`config.mk`:
```
export PLATFORM = sky130hd
export DESIGN_NAME = srecord_stream_loader
export DESIGN_NICKNAME = d
export VERILOG_FILES = /design/src/hdl/srsl_pkg.sv /design/src/hdl/srsl_char_class.sv /design/src/hdl/srecord_stream_loader.sv
export VERILOG_INCLUDE_DIRS = /design/src /design/src/hdl
export SDC_FILE = /design/constraint.sdc
export NUM_CORES = 1
export LEC_CHECK = 0
export ABC_CLOCK_PERIOD_IN_PS = 6600
export BUFFER_PORTS_ARGS = -buffer_cell sky130_fd_sc_hd__buf_2
export CAP_MARGIN = 20
export CORE_ASPECT_RATIO = 0.75
export CORE_UTILIZATION = 60
export CTS_BUF_LIST = sky130_fd_sc_hd__clkbuf_16
export CTS_CLUSTER_DIAMETER = 60
export DETAILED_ROUTE_END_ITERATION = 8
export PLACE_DENSITY = 0.81
export SKIP_CTS_REPAIR_TIMING = 1
export SYNTH_ARGS = -nofsm -noshare
export SYNTH_HDL_FRONTEND = slang
export SYNTH_HIERARCHICAL = 1
export SYNTH_SLANG_ARGS = --single-unit
```
`constraint.sdc`:
```
create_clock -name clock -period 6.6 [get_ports clock]
set_input_delay 1.32 -clock clock [delete_from_list [all_inputs] [get_ports clock]]
set_output_delay 1.32 -clock clock [all_outputs]
set_load 0.005 [all_outputs]
```
`src/hdl/srecord_stream_loader_defines.svh`:
```
// Assertion macros for the S-record stream loader.
`ifndef SRECORD_STREAM_LOADER_DEFINES_SVH
`define SRECORD_STREAM_LOADER_DEFINES_SVH

`ifndef NO_ASSERTIONS

`define SRSL_ASSERT_IMPLIES(label, clk, rst, cond, expr) \
   label: assert property (@(posedge clk) disable iff (rst) (cond) |-> (expr)) \
      else $error("srsl assertion failed");

`define SRSL_ASSERT_NEXT(label, clk, rst, cond, expr) \
   label: assert property (@(posedge clk) disable iff (rst) (cond) |=> (expr)) \
      else $error("srsl assertion failed");

`else

`define SRSL_ASSERT_IMPLIES(label, clk, rst, cond, expr)

`define SRSL_ASSERT_NEXT(label, clk, rst, cond, expr)

`endif

`endif

```
`src/hdl/srsl_pkg.sv`:
```
// Types and constants shared by the S-record stream loader.
package srsl_pkg;

   // line length limit and the width of the line position counter
   localparam int LINE_MAX = 100;
   localparam int POS_W    = $clog2(LINE_MAX + 1);

   localparam logic [31:0] LIMIT_RESET = 32'd24576;

   // result kinds
   localparam logic RSP_WRITE = 1'b0;
   localparam logic RSP_DONE  = 1'b1;

   // character codes
   localparam logic [7:0] CHAR_S     = 8'd83;
   localparam logic [7:0] CHAR_ONE   = 8'd49;
   localparam logic [7:0] CHAR_THREE = 8'd51;
   localparam logic [7:0] CHAR_LOW   = 8'd31;
   localparam logic [7:0] CHAR_HIGH  = 8'd127;
   localparam logic [7:0] CHAR_ZERO  = 8'd48;
   localparam logic [7:0] CHAR_NINE  = 8'd57;
   localparam logic [7:0] CHAR_A     = 8'd65;
   localparam logic [7:0] CHAR_F     = 8'd70;
   localparam logic [7:0] ALPHA_BIAS = 8'd55;

   localparam logic [7:0] PAIR_SAT = 8'd255;

   typedef enum logic [1:0] {
      REC_NONE  = 2'd0,
      REC_SAW_S = 2'd1,
      REC_S1    = 2'd2,
      REC_S3    = 2'd3
   } rec_kind_type;

   typedef struct packed {
      logic [7:0] char_in;
      logic       end_of_input;
   } req_type;

   typedef struct packed {
      logic        kind;
      logic [31:0] address;
      logic [7:0]  data;
      logic [31:0] image_length;
   } rsp_type;

   // classification of one character
   typedef struct packed {
      logic       terminator;
      logic       is_s;
      logic       is_one;
      logic       is_three;
      logic       digit_bad;
      logic [3:0] digit;
   } char_class_type;

endpackage

```
`src/hdl/srsl_char_class.sv`:
```
// Character classifier: terminator test, record type letters, hex digit decode.
module srsl_char_class
   import srsl_pkg::*;
(
   input  logic [7:0]     char_in,
   output char_class_type char_class
);

   logic       is_num;
   logic       is_alpha;
   logic [7:0] num_val;
   logic [7:0] alpha_val;

   assign is_num    = (char_in >= CHAR_ZERO) && (char_in <= CHAR_NINE);
   assign is_alpha  = (char_in >= CHAR_A) && (char_in <= CHAR_F);
   assign num_val   = char_in - CHAR_ZERO;
   assign alpha_val = char_in - ALPHA_BIAS;

   always_comb begin
      char_class.terminator = (char_in < CHAR_LOW) || (char_in > CHAR_HIGH);
      char_class.is_s       = (char_in == CHAR_S);
      char_class.is_one     = (char_in == CHAR_ONE);
      char_class.is_three   = (char_in == CHAR_THREE);
      char_class.digit_bad  = !(is_num || is_alpha);
      if (is_num) begin
         char_class.digit = num_val[3:0];
      end else begin
         char_class.digit = alpha_val[3:0];
      end
   end

endmodule

```
`src/hdl/srecord_stream_loader.sv`:
```
// Top level of the S-record stream loader.
// S-record text enters one character per request and one request can be accepted
// every clock cycle. Each character is decoded and the line state updated in a
// single pass; a memory write or done result appears in the output register in the
// cycle after its character is accepted. The next character is accepted while
// that result waits, as long as the output register is empty or is being taken.
// S1 and S3 records are loaded, other lines are skipped; an empty line or an
// end-of-input request gives a done result carrying the image length.
`include "srecord_stream_loader_defines.svh"

module srecord_stream_loader
   import srsl_pkg::*;
(
   input  logic        clock,
   input  logic        reset,
   input  logic        req_valid,
   output logic        req_ready,
   input  req_type     req_payload,
   output logic        rsp_valid,
   input  logic        rsp_ready,
   output rsp_type     rsp_payload,
   input  logic        csr_valid,
   output logic        csr_ready,
   input  logic [31:0] csr_wdata
);

   // state registers
   logic [31:0]      limit_ff, limit_in;
   logic [POS_W-1:0] pos_ff, pos_in;
   rec_kind_type     rec_ff, rec_in;
   logic [4:0]       nibble_ff, nibble_in;
   logic [7:0]       count_ff, count_in;
   logic [7:0]       pair_ff, pair_in;
   logic [31:0]      addr_ff, addr_in;
   logic [31:0]      highest_ff, highest_in;
   logic             rsp_valid_ff, rsp_valid_in;
   rsp_type          rsp_ff, rsp_in;

   logic           accept;
   logic           emit;
   char_class_type cls;
   logic [2:0]     addr_bytes;
   logic           pair_ok;
   logic [7:0]     pair_val;
   logic [POS_W-1:0] pos_next;

   srsl_char_class u_char_class (
      .char_in    (req_payload.char_in),
      .char_class (cls)
   );

   // handshakes
   assign req_ready   = !rsp_valid_ff || rsp_ready;
   assign accept      = req_valid && req_ready;
   assign csr_ready   = 1'b1;
   assign rsp_valid   = rsp_valid_ff;
   assign rsp_payload = rsp_ff;

   assign addr_bytes = (rec_ff == REC_S1) ? 3'd2 : 3'd4;
   assign pair_ok    = !nibble_ff[4] && !cls.digit_bad;
   assign pair_val   = pair_ok ? {nibble_ff[3:0], cls.digit} : 8'd0;
   assign pos_next   = pos_ff + 1'b1;

   // line decode and result for one character
   always_comb begin
      limit_in   = limit_ff;
      pos_in     = pos_ff;
      rec_in     = rec_ff;
      nibble_in  = nibble_ff;
      count_in   = count_ff;
      pair_in    = pair_ff;
      addr_in    = addr_ff;
      highest_in = highest_ff;
      emit       = 1'b0;
      rsp_in     = rsp_ff;

      if (csr_valid && csr_ready) begin
         limit_in = csr_wdata;
      end

      if (accept) begin
         if (req_payload.end_of_input || (cls.terminator && pos_ff == '0)) begin
            // done: report image length and clear the line state and highest address
            emit                = 1'b1;
            rsp_in.kind         = RSP_DONE;
            rsp_in.address      = '0;
            rsp_in.data         = '0;
            rsp_in.image_length = (highest_ff != '0) ? highest_ff + 32'd1 : 32'd0;
            pos_in     = '0;
            rec_in     = REC_NONE;
            nibble_in  = '0;
            count_in   = '0;
            pair_in    = '0;
            addr_in    = '0;
            highest_in = '0;
         end else if (cls.terminator) begin
            pos_in    = '0;
            rec_in    = REC_NONE;
            nibble_in = '0;
            count_in  = '0;
            pair_in   = '0;
            addr_in   = '0;
         end else begin
            if (pos_ff == '0) begin
               rec_in = cls.is_s ? REC_SAW_S : REC_NONE;
            end else if (pos_ff == POS_W'(1)) begin
               priority if (rec_ff == REC_SAW_S && cls.is_one) begin
                  rec_in = REC_S1;
               end else if (rec_ff == REC_SAW_S && cls.is_three) begin
                  rec_in = REC_S3;
               end else begin
                  rec_in = REC_NONE;
               end
            end else if (rec_ff == REC_S1 || rec_ff == REC_S3) begin
               if (!pos_ff[0]) begin
                  // first digit of a pair
                  nibble_in = {cls.digit_bad, cls.digit};
               end else begin
                  // complete pair
                  if (pair_ff != PAIR_SAT) begin
                     pair_in = pair_ff + 8'd1;
                  end
                  priority if (pair_ff == '0) begin
                     count_in = pair_val;
                  end else if (pair_ff <= {5'd0, addr_bytes}) begin
                     addr_in = {addr_ff[23:0], pair_val};
                  end else if (({1'b0, pair_ff} + 9'd1) < {1'b0, count_ff}) begin
                     if (addr_ff < limit_ff) begin
                        if (pair_ok) begin
                           emit                = 1'b1;
                           rsp_in.kind         = RSP_WRITE;
                           rsp_in.address      = addr_ff;
                           rsp_in.data         = pair_val;
                           rsp_in.image_length = '0;
                           if (addr_ff > highest_ff) begin
                              highest_in = addr_ff;
                           end
                        end
                        addr_in = addr_ff + 32'd1;
                     end
                  end else begin
                     // the last data byte, the checksum and anything after them are ignored
                  end
               end
            end
            // advance, closing a line that reached the length limit
            if (pos_next >= POS_W'(LINE_MAX)) begin
               pos_in    = '0;
               rec_in    = REC_NONE;
               nibble_in = '0;
               count_in  = '0;
               pair_in   = '0;
               addr_in   = '0;
            end else begin
               pos_in = pos_next;
            end
         end
      end

      // output register
      if (accept) begin
         rsp_valid_in = emit;
      end else if (rsp_ready) begin
         rsp_valid_in = 1'b0;
      end else begin
         rsp_valid_in = rsp_valid_ff;
      end
   end

   // control and line state
   always_ff @(posedge clock) begin
      if (reset) begin
         limit_ff     <= LIMIT_RESET;
         pos_ff       <= '0;
         rec_ff       <= REC_NONE;
         nibble_ff    <= '0;
         count_ff     <= '0;
         pair_ff      <= '0;
         addr_ff      <= '0;
         highest_ff   <= '0;
         rsp_valid_ff <= 1'b0;
      end else begin
         limit_ff     <= limit_in;
         pos_ff       <= pos_in;
         rec_ff       <= rec_in;
         nibble_ff    <= nibble_in;
         count_ff     <= count_in;
         pair_ff      <= pair_in;
         addr_ff      <= addr_in;
         highest_ff   <= highest_in;
         rsp_valid_ff <= rsp_valid_in;
      end
   end

   // result payload
   always_ff @(posedge clock) begin
      rsp_ff <= rsp_in;
   end

   `SRSL_ASSERT_IMPLIES(a_pos_in_range, clock, reset, 1'b1, pos_ff < POS_W'(LINE_MAX))
   `SRSL_ASSERT_IMPLIES(a_done_clean, clock, reset, rsp_valid_ff && rsp_ff.kind == RSP_DONE, rsp_ff.address == '0 && rsp_ff.data == '0)
   `SRSL_ASSERT_IMPLIES(a_write_tracked, clock, reset, rsp_valid_ff && rsp_ff.kind == RSP_WRITE, highest_ff >= rsp_ff.address)
   `SRSL_ASSERT_NEXT(a_eoi_clears, clock, reset, accept && req_payload.end_of_input, highest_ff == '0 && pos_ff == '0 && rsp_valid_ff)

endmodule
```
==> impl_results.md <==
* H-tree depth at 4
* Post-Route Utilization at 0.675
* Number of buffers created by CTS at 17
* Core Rows at 45
* Peak Freq at about 0.23 GHz
* Grt ovf at 0
* Reg2Reg Depth at 14
* Syn Inst Count at 1411
* Post-DR vias/cell at roughly 6.4
* Mapped Nets at 1540
* Final Net Count at 1597
* Filler instances at 1615
* Leakage at 5.08 nW
* Gr usage total at 0.320
* Die width at roughly 170 microns
* Tightest Pin Transition at 1.13 ns
* Antenna diodes at 0
* Sequential Area at roughly 4700 sq um
* Worst R2R Start: pair_ff[0]
* Post-Synth Simple-Gate Area at 0.238
* Reg-to-reg setup timing slack at between 2 and 2.5 ns
* Mux contribution to synthesized area at 0.0298
* Dpl cells at 1728
* Clock-pin slew on the worst setup and hold paths at 0.08 ns
* DRT iter0 DRCs at 1261
* FF+latch count, synth at 200
* CP arrival at between 4 and 5 ns
* Core ar. at 20300 sq um
* Setup TNS Final at 0 ns
* Drt pass-1 iters at 6
* Clock Sinks at 200
* Synth Area in Compound Gates at 0.164
* Initial antenna violation count at 0
* Drc violations at 0
* Synth Area in XOR/XNOR at 0.0393
* Port buffer count at 120
* Final Skew at 0.0146 ns
* Crit-path max FO at 60
* Top_reg_cell synth: dfxtp_1
* Post-Route WL at roughly 34 mm
* Pwr Density at around 190 nW/um^2
* DR vias at 11200
* Non-filler instance count after layout at about 1800
* Adder-cell share of the synthesized area at 0.0831
* Final setup fails at 0
* Yosys top cell area share at 0.204
* Die Y at 127 microns
* DRT antenna net count at 0
* Period utilization at 0.663
* Slew Viols, Final at 0
* Area post-placement at 13100 sq um
* Clk root buf: clkbuf_16
* Hold/Removal Path Class: register to register
* Startpoint types: register
* Io pins at 122
* Reg2reg end: rsp_payload[55]
* Initial Util at 0.615
* CP required at 6.67 ns
* Synth warn at 6
* Status: complete, no violations
* Hold_ws at 0.457 ns
* Worst-Skew Late Latency at 0.45 ns
* Number of synthesized flops with an enable pin at 73
* Cells on Worst Hold Path at 2
* Dpl hpwl at approximately 23 mm
* Async SR Flop Fraction at 0
* RePlAce Congestion at between 0.9 and 1
* Largest cells by area after synthesis: dfxtp_1 20%, edfxtp_1 18%, ha_1 8.3%
* Vias in the first global route at between 9000 and 10000
* Largest net degree at the start of global routing at 62
* RSZ-0062 raised after global routing: no
* TritonCTS clock tree: built
* Max cap viols at 0
* Post-Syn Area at 12500 sq um
* Yosys top cell by area: dfxtp_1
* Routed WL per cell at 19.4 microns
* First-pass GRT wire length at 53.5 mm
* Syn_area_per_cell at 8.85 sq um
* Min-Delay Endpoint: count_ff[6]
* Sequential area share after synthesis at 0.379
* Worst slack, placed at 1.92 ns
* Total die area at 21400 sq um
* Hold Path Origin: count_ff[6]
* CP Capture Type: register
* Largest family of logic cells by synthesized area: simple AND/OR/NAND/NOR gates
* Peak supply drop at ~0.00017 V
* Area of the multi-input gates at 6980 sq um
* CTS max path bufs at 2
* Min Clock Period, post-route at ~4.4 ns
* Critical path class: register to register
* Final hold vios at 0
* Normalized max-slew margin at 0.242
* Final worst setup slack at 2.23 ns
* Area Growth Syn to Fin at 9.75%
* Pwr Total at 2.55 mW
* Share of cells above drive strength 1 at 0.155
* Final Cell Area at 13700 sq um
* Distinct cells, synth at 88
worst max-delay path: stages, from the launching register on:
cell and delay [ns]:
dfxtp_1 0.41, ha_1 0.25, nand3_1 0.21, nor2_1 0.22
nand2_1 0.11, xnor2_1 0.14, ha_1 0.28, o2111a_1 0.25
a211o_1 0.30, nor3_2 0.14, nand3_1 0.21, nor3_1 0.27
nor2_1 0.11, nor2_4 0.35, buf_4 0.64
cells by family after synthesis:
| family | count (synthesis) |
|---|---|
| flops | 200 |
| fa+ha+maj | 83 |
| other cells | 1 |
| simple gates | 568 |
| mux | 37 |
| buf+inv | 195 |
| compound gates | 271 |
| xor+xnor | 56 |
sequential cells by signal, indices dropped and copies added, names as in the netlist:
register,count
nibble_ff,5
pair_ff,8
pos_ff,7
rsp_valid,1
addr_ff,32
limit_ff,32
count_ff,8
rec_ff,2
highest_ff,32
rsp_payload,73
power by group:
group	leakage (nW)	switching, mW	internal, mW
logic	3.03	0.166	0.0742
clock network	0.274	0.481	0.500
registers	1.77	0.0186	1.31
cells in the final DEF (no fill, tap or decap), types with 58 or more instances in the layout:
cell / synthesis / final
o21ai_0: 58 / 58
ha_1: 83 / 83
dfxtp_1: 127 / 127
nor2_1: 119 / 117
buf_2: 15 / 121
inv_1: 94 / 94
nand3_1: 104 / 104
nand2_1: 118 / 118
edfxtp_1: 73 / 73
a21oi_1: 78 / 78
how the worst max path moves through the flow:
| stage | slack (ns) | to | start |
|---|---|---|---|
| after floorplan | 0.46 | rsp_payload[0] | req_payload[1] |
| after global placement | 1.93 | rsp_payload[50] | req_payload[1] |
| after detailed placement | 1.92 | rsp_payload[42] | req_payload[1] |
| after CTS | 2.23 | rsp_payload[54] | pair_ff[0] |
| after global routing | 1.86 | rsp_payload[46] | pair_ff[0] |
| final | 2.23 | rsp_payload[55] | pair_ff[0] |
routing by layer:
metal,global-route usage,vias to the layer above,share of wire
li1,-,5252,-
met1,0.449,5273,0.43
met2,0.484,635,0.44
met3,0.0764,82,0.11
met4,0.110,0,0.024
met5,0,-,0
cells in the mapped netlist, types with 26 or more instances:
library cell / number
clkbuf_1: 69
a21oi_1: 78
mux2i_1: 35
edfxtp_1: 73
dfxtp_1: 127
nor2_1: 119
o311ai_2: 30
nand3_1: 104
ha_1: 83
o21ai_0: 58
inv_1: 94
nor4_1: 26
nand2_1: 118
xnor2_1: 41
and4_1: 32
and2_1: 32
nand4_1: 53
final cells by class:
class | instances | area share
Clock buffer | 18 | 0.0328
Clock inverter | 14 | 0.00593
Inverter | 95 | 0.0260
Multi-Input combinational cell | 1016 | 0.509
Sequential cell | 200 | 0.345
Tap cell | 282 | 0.0257
Timing Repair Buffer | 138 | 0.0555
Power figures use the tool's default switching activity.
